===== src/rtl/rcc_pkg.sv =====
// Shared types, constants and microcode encodings for the Reno congestion and RTO controller.
package rcc_pkg;

    localparam int SEQ_BITS = 32;
    localparam int UADDR_BITS = 5;

    typedef logic [SEQ_BITS-1:0]   t_seq;
    typedef logic [UADDR_BITS-1:0] t_uaddr;

    // Event kinds carried in the mode field
    localparam logic [1:0] MODE_SENT  = 2'd0;
    localparam logic [1:0] MODE_ACK   = 2'd1;
    localparam logic [1:0] MODE_TIMER = 2'd2;

    // Configuration register indexes
    localparam logic [1:0] CFG_MSS   = 2'd0;
    localparam logic [1:0] CFG_FLOOR = 2'd1;
    localparam logic [1:0] CFG_CEIL  = 2'd2;

    localparam logic [15:0] MSS_RESET     = 16'd1460;
    localparam logic [23:0] FLOOR_RESET   = 24'd200;
    localparam logic [23:0] CEIL_RESET    = 24'd60000;
    localparam logic [31:0] CWND_RESET    = 32'd2920;
    localparam logic [31:0] ALL_ONES      = 32'hFFFF_FFFF;
    localparam logic [23:0] RTO_RESET     = 24'd1000;
    localparam logic [3:0]  BACKOFF_LIMIT = 4'd12;
    localparam logic [25:0] RTO_MIN_MARGIN = 26'd10;
    localparam logic [7:0]  DUP_MAX       = 8'd255;
    localparam logic [7:0]  DUP_TRIGGER   = 8'd3;

    typedef struct packed {
        logic [1:0]  mode;
        t_seq        ack_number;
        logic [15:0] sent_length;
        logic [23:0] rtt_sample;
        logic        rtt_valid;
        logic        queue_nonempty;
    } t_in_item;

    typedef struct packed {
        logic [31:0] congestion_window;
        logic [31:0] slow_start_threshold;
        logic [23:0] timeout_ms;
        logic [23:0] smoothed_rtt_ms;
        logic [3:0]  backoff_count;
        logic        retransmit_now;
        logic        in_recovery;
    } t_out_item;

    typedef struct packed {
        logic [15:0] mss;
        logic [23:0] floor_ms;
        logic [23:0] ceil_ms;
    } t_cfg;

    // Datapath micro-operations
    typedef enum logic [4:0] {
        UOP_NOP,
        UOP_START,
        UOP_ADV,
        UOP_RP_DIFF,
        UOP_EXIT_REC,
        UOP_SET_UNA,
        UOP_RTT_FIRST,
        UOP_RTT_DELTA,
        UOP_RTT_SMOOTH,
        UOP_RTO_SUM,
        UOP_RTO_CLAMP,
        UOP_DIV_START,
        UOP_DIV_STEP,
        UOP_CA_ADD,
        UOP_SS_ADD,
        UOP_DUP_INC,
        UOP_HALVE,
        UOP_FR_WIN,
        UOP_TO_HALVE,
        UOP_TO_WIN,
        UOP_TO_RTO,
        UOP_SEND
    } t_uop;

    // Branch conditions
    typedef enum logic [3:0] {
        C_NEXT,
        C_JUMP,
        C_END,
        C_MODE_SENT,
        C_MODE_TIMER,
        C_MODE_NOT_ACK,
        C_NOT_ADV,
        C_TMP_LATE,
        C_RP_ZERO,
        C_NO_RTT,
        C_SRTT_SET,
        C_CWND_LT_SSTH,
        C_DIV_MORE,
        C_DUP_LT3,
        C_NO_QUEUE
    } t_cond;

    typedef struct packed {
        t_uop   op;
        t_cond  cond;
        t_uaddr target;
    } t_uword;

    // Datapath status used by branch conditions
    typedef struct packed {
        logic not_adv;
        logic tmp_late;
        logic rp_zero;
        logic srtt_set;
        logic cwnd_lt_ssth;
        logic div_more;
        logic dup_lt3;
    } t_flags;

endpackage


===== src/rtl/rcc_ucode_rom.sv =====
// Microprogram read-only table: one control word per sequencer step.
module rcc_ucode_rom (
    input  rcc_pkg::t_uaddr i_addr,
    output rcc_pkg::t_uword o_word
);
    import rcc_pkg::*;

    localparam t_uaddr L_RP_CHK  = 5'd5;
    localparam t_uaddr L_UNA     = 5'd8;
    localparam t_uaddr L_RTT_UPD = 5'd11;
    localparam t_uaddr L_RTO     = 5'd13;
    localparam t_uaddr L_GROW    = 5'd15;
    localparam t_uaddr L_DIV     = 5'd17;
    localparam t_uaddr L_SS      = 5'd19;
    localparam t_uaddr L_DUP     = 5'd20;
    localparam t_uaddr L_TIMER   = 5'd25;
    localparam t_uaddr L_SENT    = 5'd29;
    localparam t_uaddr L_END     = 5'd30;

    // Decode step address into control word
    always_comb begin
        unique case (i_addr)
            // dispatch on event kind
            5'd0:  o_word = '{UOP_START,      C_MODE_SENT,    L_SENT};
            5'd1:  o_word = '{UOP_NOP,        C_MODE_TIMER,   L_TIMER};
            5'd2:  o_word = '{UOP_NOP,        C_MODE_NOT_ACK, L_END};
            // ACK: check advance
            5'd3:  o_word = '{UOP_ADV,        C_NEXT,         L_END};
            5'd4:  o_word = '{UOP_NOP,        C_NOT_ADV,      L_DUP};
            L_RP_CHK: o_word = '{UOP_RP_DIFF, C_RP_ZERO,      L_UNA};
            5'd6:  o_word = '{UOP_NOP,        C_TMP_LATE,     L_UNA};
            5'd7:  o_word = '{UOP_EXIT_REC,   C_NEXT,         L_END};
            // RTT estimator
            L_UNA: o_word = '{UOP_SET_UNA,    C_NO_RTT,       L_GROW};
            5'd9:  o_word = '{UOP_NOP,        C_SRTT_SET,     L_RTT_UPD};
            5'd10: o_word = '{UOP_RTT_FIRST,  C_JUMP,         L_RTO};
            L_RTT_UPD: o_word = '{UOP_RTT_DELTA, C_NEXT,      L_END};
            5'd12: o_word = '{UOP_RTT_SMOOTH, C_NEXT,         L_END};
            L_RTO: o_word = '{UOP_RTO_SUM,    C_NEXT,         L_END};
            5'd14: o_word = '{UOP_RTO_CLAMP,  C_NEXT,         L_END};
            // window growth
            L_GROW: o_word = '{UOP_NOP,       C_CWND_LT_SSTH, L_SS};
            5'd16: o_word = '{UOP_DIV_START,  C_NEXT,         L_END};
            L_DIV: o_word = '{UOP_DIV_STEP,   C_DIV_MORE,     L_DIV};
            5'd18: o_word = '{UOP_CA_ADD,     C_JUMP,         L_END};
            L_SS:  o_word = '{UOP_SS_ADD,     C_JUMP,         L_END};
            // duplicate ACK in recovery
            L_DUP: o_word = '{UOP_NOP,        C_RP_ZERO,      L_END};
            5'd21: o_word = '{UOP_DUP_INC,    C_NEXT,         L_END};
            5'd22: o_word = '{UOP_NOP,        C_DUP_LT3,      L_END};
            5'd23: o_word = '{UOP_HALVE,      C_NEXT,         L_END};
            5'd24: o_word = '{UOP_FR_WIN,     C_NEXT,         L_END};
            // timeout retransmit
            L_TIMER: o_word = '{UOP_NOP,      C_NO_QUEUE,     L_END};
            5'd26: o_word = '{UOP_TO_HALVE,   C_NEXT,         L_END};
            5'd27: o_word = '{UOP_TO_WIN,     C_NEXT,         L_END};
            5'd28: o_word = '{UOP_TO_RTO,     C_JUMP,         L_END};
            // sent event
            L_SENT: o_word = '{UOP_SEND,      C_JUMP,         L_END};
            L_END: o_word = '{UOP_NOP,        C_END,          L_END};
            default: o_word = '{UOP_NOP,      C_END,          L_END};
        endcase
    end

endmodule


===== src/rtl/rcc_divider.sv =====
// Radix-2 restoring divider, one quotient bit per step.
module rcc_divider (
    input  logic        i_clk,
    input  logic        i_rst_n,
    input  logic        i_start,
    input  logic        i_step,
    input  logic [31:0] i_dividend,
    input  logic [31:0] i_divisor,
    output logic [31:0] o_quotient,
    output logic        o_more
);
    logic [31:0] r_quo;
    logic [31:0] r_rem;
    logic [31:0] r_den;
    logic [5:0]  r_cnt;
    logic [32:0] n_shift;
    logic [32:0] n_trial;

    // Form the trial subtraction
    always_comb begin
        n_shift = {r_rem, r_quo[31]};
        n_trial = n_shift - {1'b0, r_den};
    end

    // Load operands or retire one quotient bit
    always_ff @(posedge i_clk) begin
        if (!i_rst_n) begin
            r_cnt <= 6'd0;
        end else if (i_start) begin
            r_cnt <= 6'd32;
        end else if (i_step && r_cnt != 6'd0) begin
            r_cnt <= r_cnt - 6'd1;
        end
    end

    always_ff @(posedge i_clk) begin
        if (i_start) begin
            r_quo <= i_dividend;
            r_rem <= 32'd0;
            r_den <= i_divisor;
        end else if (i_step) begin
            if (!n_trial[32]) begin
                r_rem <= n_trial[31:0];
                r_quo <= {r_quo[30:0], 1'b1};
            end else begin
                r_rem <= n_shift[31:0];
                r_quo <= {r_quo[30:0], 1'b0};
            end
        end
    end

    assign o_quotient = r_quo;
    assign o_more     = (r_cnt != 6'd1);

endmodule


===== src/rtl/rcc_datapath.sv =====
// Connection state registers and the micro-operations that update them.
module rcc_datapath (
    input  logic              i_clk,
    input  logic              i_rst_n,
    input  rcc_pkg::t_uop     i_op,
    input  rcc_pkg::t_in_item i_item,
    input  rcc_pkg::t_cfg     i_cfg,
    output rcc_pkg::t_flags   o_flags,
    output rcc_pkg::t_out_item o_state
);
    import rcc_pkg::*;

    logic [31:0] r_cwnd;
    logic [31:0] r_ssth;
    logic [7:0]  r_dup;
    t_seq        r_rp;
    t_seq        r_una;
    t_seq        r_next;
    logic [23:0] r_srtt;
    logic [23:0] r_var;
    logic [23:0] r_rto;
    logic [3:0]  r_backoff;
    logic        r_resent;
    logic [31:0] r_tmp;

    logic [31:0] n_halved;
    logic [31:0] n_two_mss;
    logic [17:0] n_three_mss;
    logic [25:0] n_var_sum;
    logic [26:0] n_srtt_sum;
    logic [25:0] n_margin;
    logic [26:0] n_rto_sum;
    logic [26:0] n_floored;
    logic [26:0] n_clamped;
    logic [23:0] n_prev;
    logic [24:0] n_doubled;
    logic [32:0] n_fr_sum;
    logic [32:0] n_ss_sum;
    logic [32:0] n_ca_sum;
    logic [31:0] n_sq;
    logic [31:0] n_den;
    logic [31:0] w_quo;
    logic        w_more;

    // Shared arithmetic for the micro-operations
    always_comb begin
        n_two_mss   = {15'd0, i_cfg.mss, 1'b0};
        n_halved    = ({1'b0, r_cwnd[31:1]} > n_two_mss) ? {1'b0, r_cwnd[31:1]} : n_two_mss;
        n_three_mss = {2'd0, i_cfg.mss} + {1'b0, i_cfg.mss, 1'b0};
        n_var_sum   = {2'd0, r_var} + {1'b0, r_var, 1'b0} + {2'd0, r_tmp[23:0]};
        n_srtt_sum  = {r_srtt, 3'd0} - {3'd0, r_srtt} + {3'd0, i_item.rtt_sample};
        n_margin    = ({r_var, 2'd0} < RTO_MIN_MARGIN) ? RTO_MIN_MARGIN : {r_var, 2'd0};
        n_rto_sum   = {3'd0, r_srtt} + {1'b0, n_margin};
        n_floored   = (r_tmp[26:0] < {3'd0, i_cfg.floor_ms}) ? {3'd0, i_cfg.floor_ms}
                                                             : r_tmp[26:0];
        n_clamped   = (n_floored > {3'd0, i_cfg.ceil_ms}) ? {3'd0, i_cfg.ceil_ms} : n_floored;
        n_prev      = (r_rto < i_cfg.floor_ms) ? i_cfg.floor_ms : r_rto;
        n_doubled   = {n_prev, 1'b0};
        n_fr_sum    = {1'b0, r_ssth} + {15'd0, n_three_mss};
        n_ss_sum    = {1'b0, r_cwnd} + {17'd0, i_cfg.mss};
        n_ca_sum    = {1'b0, r_cwnd} + {1'b0, w_quo};
        n_sq        = {16'd0, i_cfg.mss} * {16'd0, i_cfg.mss};
        n_den       = (r_cwnd == 32'd0) ? 32'd1 : r_cwnd;
    end

    rcc_divider u_div (
        .i_clk      (i_clk),
        .i_rst_n    (i_rst_n),
        .i_start    (i_op == UOP_DIV_START),
        .i_step     (i_op == UOP_DIV_STEP),
        .i_dividend (n_sq),
        .i_divisor  (n_den),
        .o_quotient (w_quo),
        .o_more     (w_more)
    );

    // Execute one micro-operation per cycle
    always_ff @(posedge i_clk) begin
        if (!i_rst_n) begin
            r_cwnd    <= CWND_RESET;
            r_ssth    <= ALL_ONES;
            r_dup     <= 8'd0;
            r_rp      <= '0;
            r_una     <= '0;
            r_next    <= '0;
            r_srtt    <= 24'd0;
            r_var     <= 24'd0;
            r_rto     <= RTO_RESET;
            r_backoff <= 4'd0;
            r_resent  <= 1'b0;
            r_tmp     <= 32'd0;
        end else begin
            case (i_op)
                UOP_START:      r_resent <= 1'b0;
                UOP_ADV:        r_tmp <= i_item.ack_number - r_una;
                UOP_RP_DIFF:    r_tmp <= i_item.ack_number - r_rp;
                UOP_EXIT_REC: begin
                    r_cwnd <= r_ssth;
                    r_rp   <= '0;
                    r_dup  <= 8'd0;
                end
                UOP_SET_UNA:    r_una <= i_item.ack_number;
                UOP_RTT_FIRST: begin
                    r_srtt <= i_item.rtt_sample;
                    r_var  <= {1'b0, i_item.rtt_sample[23:1]};
                end
                UOP_RTT_DELTA: begin
                    r_tmp <= (i_item.rtt_sample >= r_srtt)
                           ? {8'd0, i_item.rtt_sample - r_srtt}
                           : {8'd0, r_srtt - i_item.rtt_sample};
                end
                UOP_RTT_SMOOTH: begin
                    r_var  <= n_var_sum[25:2];
                    r_srtt <= n_srtt_sum[26:3];
                end
                UOP_RTO_SUM:    r_tmp <= {5'd0, n_rto_sum};
                UOP_RTO_CLAMP: begin
                    r_rto     <= n_clamped[23:0];
                    r_backoff <= 4'd0;
                end
                UOP_CA_ADD: begin
                    r_cwnd <= n_ca_sum[32] ? ALL_ONES : n_ca_sum[31:0];
                    r_dup  <= 8'd0;
                end
                UOP_SS_ADD: begin
                    r_cwnd <= (n_ss_sum > {1'b0, r_ssth}) ? r_ssth : n_ss_sum[31:0];
                    r_dup  <= 8'd0;
                end
                UOP_DUP_INC: begin
                    if (r_dup != DUP_MAX) begin
                        r_dup <= r_dup + 8'd1;
                    end
                end
                UOP_HALVE:      r_ssth <= n_halved;
                UOP_FR_WIN: begin
                    r_cwnd <= n_fr_sum[32] ? ALL_ONES : n_fr_sum[31:0];
                    r_rp   <= r_next;
                end
                UOP_TO_HALVE: begin
                    r_ssth <= n_halved;
                    r_rp   <= '0;
                    r_dup  <= 8'd0;
                end
                UOP_TO_WIN: begin
                    r_cwnd <= {16'd0, i_cfg.mss};
                    r_tmp  <= {7'd0, n_doubled};
                end
                UOP_TO_RTO: begin
                    r_rto    <= (r_tmp[24:0] > {1'b0, i_cfg.ceil_ms}) ? i_cfg.ceil_ms
                                                                      : r_tmp[23:0];
                    r_resent <= 1'b1;
                    if (r_backoff < BACKOFF_LIMIT) begin
                        r_backoff <= r_backoff + 4'd1;
                    end
                end
                UOP_SEND:       r_next <= r_next + {16'd0, i_item.sent_length};
                default: begin
                end
            endcase
        end
    end

    // Status for branch conditions
    always_comb begin
        o_flags.not_adv      = (r_tmp == 32'd0) || r_tmp[SEQ_BITS-1];
        o_flags.tmp_late     = r_tmp[SEQ_BITS-1];
        o_flags.rp_zero      = (r_rp == '0);
        o_flags.srtt_set     = (r_srtt != 24'd0);
        o_flags.cwnd_lt_ssth = (r_cwnd < r_ssth);
        o_flags.div_more     = w_more;
        o_flags.dup_lt3      = (r_dup < DUP_TRIGGER);
    end

    // Present the state as a result item
    always_comb begin
        o_state.congestion_window    = r_cwnd;
        o_state.slow_start_threshold = r_ssth;
        o_state.timeout_ms           = r_rto;
        o_state.smoothed_rtt_ms      = r_srtt;
        o_state.backoff_count        = r_backoff;
        o_state.retransmit_now       = r_resent;
        o_state.in_recovery          = (r_rp != '0);
    end

endmodule


===== src/rtl/reno_congestion_rto_controller_top.sv =====
// Sent events run the shortest program and ACK events the longest one.
// The 32 steps of the radix-2 divider set the longest path.
// One item at a time: a new item is accepted only when idle, once the last result is loaded.
// Reset (synchronous, active low) restores TCP reset state and register defaults at once.
// Top level: handshakes, configuration registers and the microcode sequencer.
module reno_congestion_rto_controller_top (
    input  logic               i_clk,
    input  logic               i_rst_n,
    input  logic               i_in_valid,
    output logic               o_in_ready,
    input  rcc_pkg::t_in_item  i_in_data,
    output logic               o_out_valid,
    input  logic               i_out_ready,
    output rcc_pkg::t_out_item o_out_data,
    input  logic               i_cfg_valid,
    output logic               o_cfg_ready,
    input  logic [1:0]         i_cfg_index,
    input  logic [23:0]        i_cfg_data
);
    import rcc_pkg::*;

    typedef enum logic {S_IDLE, S_RUN} t_state;

    t_state    r_state;
    t_uaddr    r_pc;
    t_in_item  r_item;
    t_cfg      r_cfg;
    logic      r_out_valid;
    t_out_item r_out_data;

    t_uword    w_word;
    t_flags    w_flags;
    t_out_item w_state;
    t_uop      w_op;
    logic      n_jump;
    logic      w_load;

    rcc_ucode_rom u_rom (
        .i_addr (r_pc),
        .o_word (w_word)
    );

    assign w_op = (r_state == S_RUN) ? w_word.op : UOP_NOP;

    rcc_datapath u_dp (
        .i_clk   (i_clk),
        .i_rst_n (i_rst_n),
        .i_op    (w_op),
        .i_item  (r_item),
        .i_cfg   (r_cfg),
        .o_flags (w_flags),
        .o_state (w_state)
    );

    // Evaluate the branch condition
    always_comb begin
        unique case (w_word.cond)
            C_JUMP:         n_jump = 1'b1;
            C_MODE_SENT:    n_jump = (r_item.mode == MODE_SENT);
            C_MODE_TIMER:   n_jump = (r_item.mode == MODE_TIMER);
            C_MODE_NOT_ACK: n_jump = (r_item.mode != MODE_ACK);
            C_NOT_ADV:      n_jump = w_flags.not_adv;
            C_TMP_LATE:     n_jump = w_flags.tmp_late;
            C_RP_ZERO:      n_jump = w_flags.rp_zero;
            C_NO_RTT:       n_jump = !r_item.rtt_valid;
            C_SRTT_SET:     n_jump = w_flags.srtt_set;
            C_CWND_LT_SSTH: n_jump = w_flags.cwnd_lt_ssth;
            C_DIV_MORE:     n_jump = w_flags.div_more;
            C_DUP_LT3:      n_jump = w_flags.dup_lt3;
            C_NO_QUEUE:     n_jump = !r_item.queue_nonempty;
            default:        n_jump = 1'b0;
        endcase
    end

    // Load the output register at program end once it is free
    assign w_load = (r_state == S_RUN) && (w_word.cond == C_END) &&
                    (!r_out_valid || i_out_ready);

    // Sequencer state, item capture and output register
    always_ff @(posedge i_clk) begin
        if (!i_rst_n) begin
            r_state     <= S_IDLE;
            r_pc        <= '0;
            r_out_valid <= 1'b0;
        end else begin
            if (w_load) begin
                r_out_valid <= 1'b1;
            end else if (i_out_ready) begin
                r_out_valid <= 1'b0;
            end
            unique case (r_state)
                S_IDLE: begin
                    if (i_in_valid) begin
                        r_item  <= i_in_data;
                        r_pc    <= '0;
                        r_state <= S_RUN;
                    end
                end
                S_RUN: begin
                    if (w_word.cond == C_END) begin
                        // hold until the output register is free
                        if (w_load) begin
                            r_out_data <= w_state;
                            r_state    <= S_IDLE;
                        end
                    end else if (n_jump) begin
                        r_pc <= w_word.target;
                    end else begin
                        r_pc <= r_pc + t_uaddr'(1);
                    end
                end
                default: r_state <= S_IDLE;
            endcase
        end
    end

    // Configuration registers
    always_ff @(posedge i_clk) begin
        if (!i_rst_n) begin
            r_cfg.mss      <= MSS_RESET;
            r_cfg.floor_ms <= FLOOR_RESET;
            r_cfg.ceil_ms  <= CEIL_RESET;
        end else if (i_cfg_valid) begin
            case (i_cfg_index)
                CFG_MSS:   r_cfg.mss      <= i_cfg_data[15:0];
                CFG_FLOOR: r_cfg.floor_ms <= i_cfg_data;
                CFG_CEIL:  r_cfg.ceil_ms  <= i_cfg_data;
                default: begin
                end
            endcase
        end
    end

    assign o_in_ready  = (r_state == S_IDLE);
    assign o_out_valid = r_out_valid;
    assign o_out_data  = r_out_data;
    assign o_cfg_ready = 1'b1;

`ifndef ASSERT_OFF
    a_backoff_cap: assert property (@(posedge i_clk) disable iff (!i_rst_n)
        r_out_valid |-> (r_out_data.backoff_count <= BACKOFF_LIMIT))
        else $error("backoff count above limit");

    a_resend_leaves_recovery: assert property (@(posedge i_clk) disable iff (!i_rst_n)
        (r_out_valid && r_out_data.retransmit_now) |-> !r_out_data.in_recovery)
        else $error("retransmit reported while still in recovery");

    a_resend_window: assert property (@(posedge i_clk) disable iff (!i_rst_n)
        (r_out_valid && r_out_data.retransmit_now && !i_cfg_valid)
            |-> (r_out_data.congestion_window == {16'd0, r_cfg.mss}))
        else $error("retransmit without window reset to one segment");

    a_busy_after_accept: assert property (@(posedge i_clk) disable iff (!i_rst_n)
        (i_in_valid && o_in_ready) |=> (!o_in_ready && r_pc == '0))
        else $error("sequencer did not start program after accepting an item");
`endif

endmodule


===== config.mk =====
export PLATFORM = sky130hd
export DESIGN_NAME = reno_congestion_rto_controller_top
export DESIGN_NICKNAME = d
export VERILOG_FILES = /design/src/rtl/rcc_pkg.sv /design/src/rtl/rcc_ucode_rom.sv /design/src/rtl/rcc_divider.sv /design/src/rtl/rcc_datapath.sv /design/src/rtl/reno_congestion_rto_controller_top.sv
export SDC_FILE = /design/constraint.sdc
export NUM_CORES = 2
export LEC_CHECK = 0
export ABC_AREA = 1
export BUFFER_PORTS_ARGS = -buffer_cell sky130_fd_sc_hd__buf_2
export CORE_ASPECT_RATIO = 0.5
export CORE_MARGIN = 3
export CORE_UTILIZATION = 50
export CTS_CLUSTER_SIZE = 40
export DETAILED_ROUTE_END_ITERATION = 10
export GPL_TIMING_DRIVEN = 0
export PLACE_DENSITY = 0.71
export SLEW_MARGIN = 20
export SYNTH_ARGS = -nofsm -noshare
export SYNTH_HDL_FRONTEND = slang
export SYNTH_HIERARCHICAL = 1
export SYNTH_SLANG_ARGS = --single-unit

===== constraint.sdc =====
create_clock -name i_clk -period 6.75 [get_ports i_clk]
set_clock_uncertainty 0.05 [all_clocks]
set_input_delay 0.3375 -clock i_clk [delete_from_list [all_inputs] [get_ports i_clk]]
set_output_delay 0.3375 -clock i_clk [all_outputs]
set_load 0.01 [all_outputs]

==> out/results.ini <==
[detailed_routing]
wl_per_cell_um=20.9
vias=56300
antenna_left=0
vias_per_cell=5.64
first_pass_iters=6
drc=0
drtIter0Drc=6099
routed_wirelength_um=208000

[timing]
timing.fmax_mhz=153
rsz0062_at_grt=true
finalMaxSlewViolations=0
setup_viol=0
relSlewSlack_pct=17.3
period_share_pct=96.8
period_needed_ns=6.53
setup_ws_ns=0.216
tightest_slew_ns=1.24
hold_viol=0

[finish]
nNetsFinal=9352
fill_cells=10900
layout_commonest_cell=nand2_1
final_cell_mix=nand2_1 (1934), inv_1 (1215), a21oi_1 (634)
seqCellArea_um2=15500
layout-drive-gt1-share_pct=7.68
fin_cells=9991
area_delta_synth_final_pct=12.0
fin_util_pct=56.7
largest_reg_flops=118
multi_input_comb_area_um2=36200

[global_route]
use_met1_pct=45.3
use_met3_pct=6.88
busiest_layer=met2
grt_overflow_total=0
grt_pass1_vias=52600
met2_usage_pct=54.3
grt_pass1_wl_um=313000
grt_max_degree=33
gr-usage-all-layers_pct=34.1
antenna_found_initial=18

[yosys]
synth-main-ff-cell=dfxtp_1
synth-compound-area-share_pct=14.3
synth_edf_count=258
async_reset_ff_share_pct=0
synth.net_count=8916
synth_xor_area_share_pct=2.75
synth_top_family_by_area=simple AND/OR/NAND/NOR gates
ys_seq_elements=644
synth_mux_area_share_pct=0.490
synth_area_um2=57400
syn_inst=7985
ys_seq_area_share_pct=27.0
ys_warn_count=6
syn_avg_cell_area_um2=7.19
yosys.area_share.simple_pct=24.3
synth_cell_type_count=68
synthAdderAreaFrac_pct=21.0

[placed_design]
portBuffers=226
dp_hpwl_um=168000
dp_slack_ns=-1.28
dp.cells=9735
routabilityCongestion=1.03

[clock_tree]
cts_buffers=61
cts-root-buf=clkbuf_16
clock-sinks=644
htreeDepth=2
cts_tree=yes
clk_pin_slew_ns=0.08
cts_buffer_depth=3
clkLatencyLatePin_ns=0.71

[floorplanning]
core-area_um2=113000
top_level_ports=228
fp.dieH_um=246
die_w_um=485
num_rows=87
start_util_pct=50.7
dieArea_um2=119000

[pwr]
peakVddDrop_mv=0.445
p_leak_nw=31.6
p_per_area_nw_per_um2=271

[flow_run]
maxCapViolations=0

[setup_path]
crit_type=register to register
r2r-end=u_dp/u_div/o_quotient[31]
cp.depth=24
reg2reg_from=r_cfg[60]
worst_path_most_repeated_cell=fa_1
path_delay_family=adder cells
critical_path_buf_inv_count=4
critPathCapture=u_dp/u_div/o_quotient[31]
r2r_cells=24
cp_slowest_cell=fa_1
worst-r2r-setup-slack_ns=0.22
worstPathMaxFanout=10
required_ns=7.15
arrival_ns=6.93
crit_path_max_incr_delay_ns=0.58
setup.worst_path.start_class=register
end_kind=register
cp-startpoint=r_cfg[60]
path_cells=buf_4 > nand2_1 > fa_1 > inv_1 > fa_1 > fa_1 > fa_1 > fa_1 > inv_1 > fa_1 > inv_1 > ha_1 > a21oi_2 > o21ai_0 > nor2_1 > nand3_2 > nand2_1 > nand2_1 > a21boi_2 > o21ai_2 > a21boi_2 > xor2_1 > nand2_1 > nand2_2

[worst_hold_path]
hold_class=input port to register

[run_status]
outcome=finished clean

## area by class of cell
| cell class | count | share of cell area, % |
|---|---|---|
| tap | 1513 | 2.94 |
| antenna | 4 | 0.0156 |
| clock buffer | 74 | 2.55 |
| buffer | 247 | 1.92 |
| multi-input combinational | 5842 | 56.3 |
| inverter | 1249 | 7.31 |
| clock inverter | 42 | 0.683 |
| timing repair buffer | 376 | 4.13 |
| sequential | 644 | 24.2 |
## through the flow
step | hold slack (ns) | instance area (µm²) | total power [mW] | TNS, ns
after floorplan | 0.353 | 57400 | 10.6 | 0
after global placement | 0.358 | 60400 | 13.1 | -167.68
after detailed placement | 0.390 | 60700 | 13.2 | -10.11
after CTS | 0.0184 | 64000 | 17.1 | 0
after global routing | 0.0387 | 64300 | 18.5 | -0.0395
final | 0.0466 | 64300 | 17.4 | 0
## kinds of logic after synthesis
kind of cell | count (synthesis)
mux | 28
fa+ha+maj | 824
simple gates | 3315
xor+xnor | 180
buf+inv | 1499
flops | 644
compound gates | 1493
other cells | 2
## report_power, final
part           internal, mW  total, mW  switching [mW]
clock                  1.96       3.73            1.77
sequential             4.27       4.76           0.485
combinational          2.98       8.91            5.94
total                  9.21       17.4            8.19
## tightest hold or removal path, stage by stage
cell and delay, ns:
buf_2 0.12, nor3_2 0.10, o21ai_0 0.16, nor2_1 0.05
## synthesized netlist by cell type, drive strengths merged, types with 3 or more instances
cell	instances	area share (%)
nor2	627	4.3
a31oi	67	0.73
ha	590	13
o31ai	3	0.039
o211a	5	0.087
xnor2	72	1.1
clkbuf	176	1.2
o21bai	33	0.43
nand3b	16	0.21
a21oi	648	5.7
and2	8	0.087
o22ai	6	0.065
mux2i	27	0.47
fa	234	8.2
nand2	1968	13
or2	28	0.31
o21a	18	0.24
a21boi	12	0.16
a221oi	7	0.11
nor4	58	0.63
o221ai	3	0.046
o2111ai	6	0.092
buf	74	0.84
nor3b	4	0.052
dfxtp	386	13
edfxtp	258	13
a21o	43	0.56
inv	1248	8.2
o21ai	557	4.9
a211oi	12	0.16
nand4	90	1.0
nor3	95	0.91
nand3	411	3.6
o211ai	69	0.92
xor2	108	1.6
and3	8	0.087
## layer usage
| layer | vias up | part of all wire, % | wire (µm) |
|---|---|---|---|
| met5 | - | 0.056 | 116 |
| met4 | 18 | 4.6 | 9660 |
| met3 | 532 | 10 | 20800 |
| met2 | 2559 | 44 | 91500 |
| met1 | 26200 | 41 | 86400 |
| li1 | 27000 | - | - |
## worst min-delay path by stage
stage,start,to,slack (ns),cells after the start
after floorplan,u_dp/r_ssth[18],o_out_data[72],0.35,0
after global placement,u_dp/r_ssth[18],o_out_data[72],0.36,0
after detailed placement,u_dp/r_ssth[18],o_out_data[72],0.39,0
after CTS,i_cfg_index[0],r_cfg[48],0.02,4
after global routing,i_cfg_index[0],r_cfg[63],0.04,4
final,i_cfg_index[0],r_cfg[57],0.05,4
## timing repair
| item | CTS | global route |
|---|---|---|
| resized for setup | 67 | 43 |
| endpoints found under the setup margin | 16 | 8 |
| pin swaps | 1 | 3 |
| cloned | 0 | 0 |
| buffers inserted | 2 | 33 |
| endpoints found under the hold margin | 148 | 0 |
| hold buffers | 104 | 0 |
Note: power is estimated with default switching activity, not from simulation.
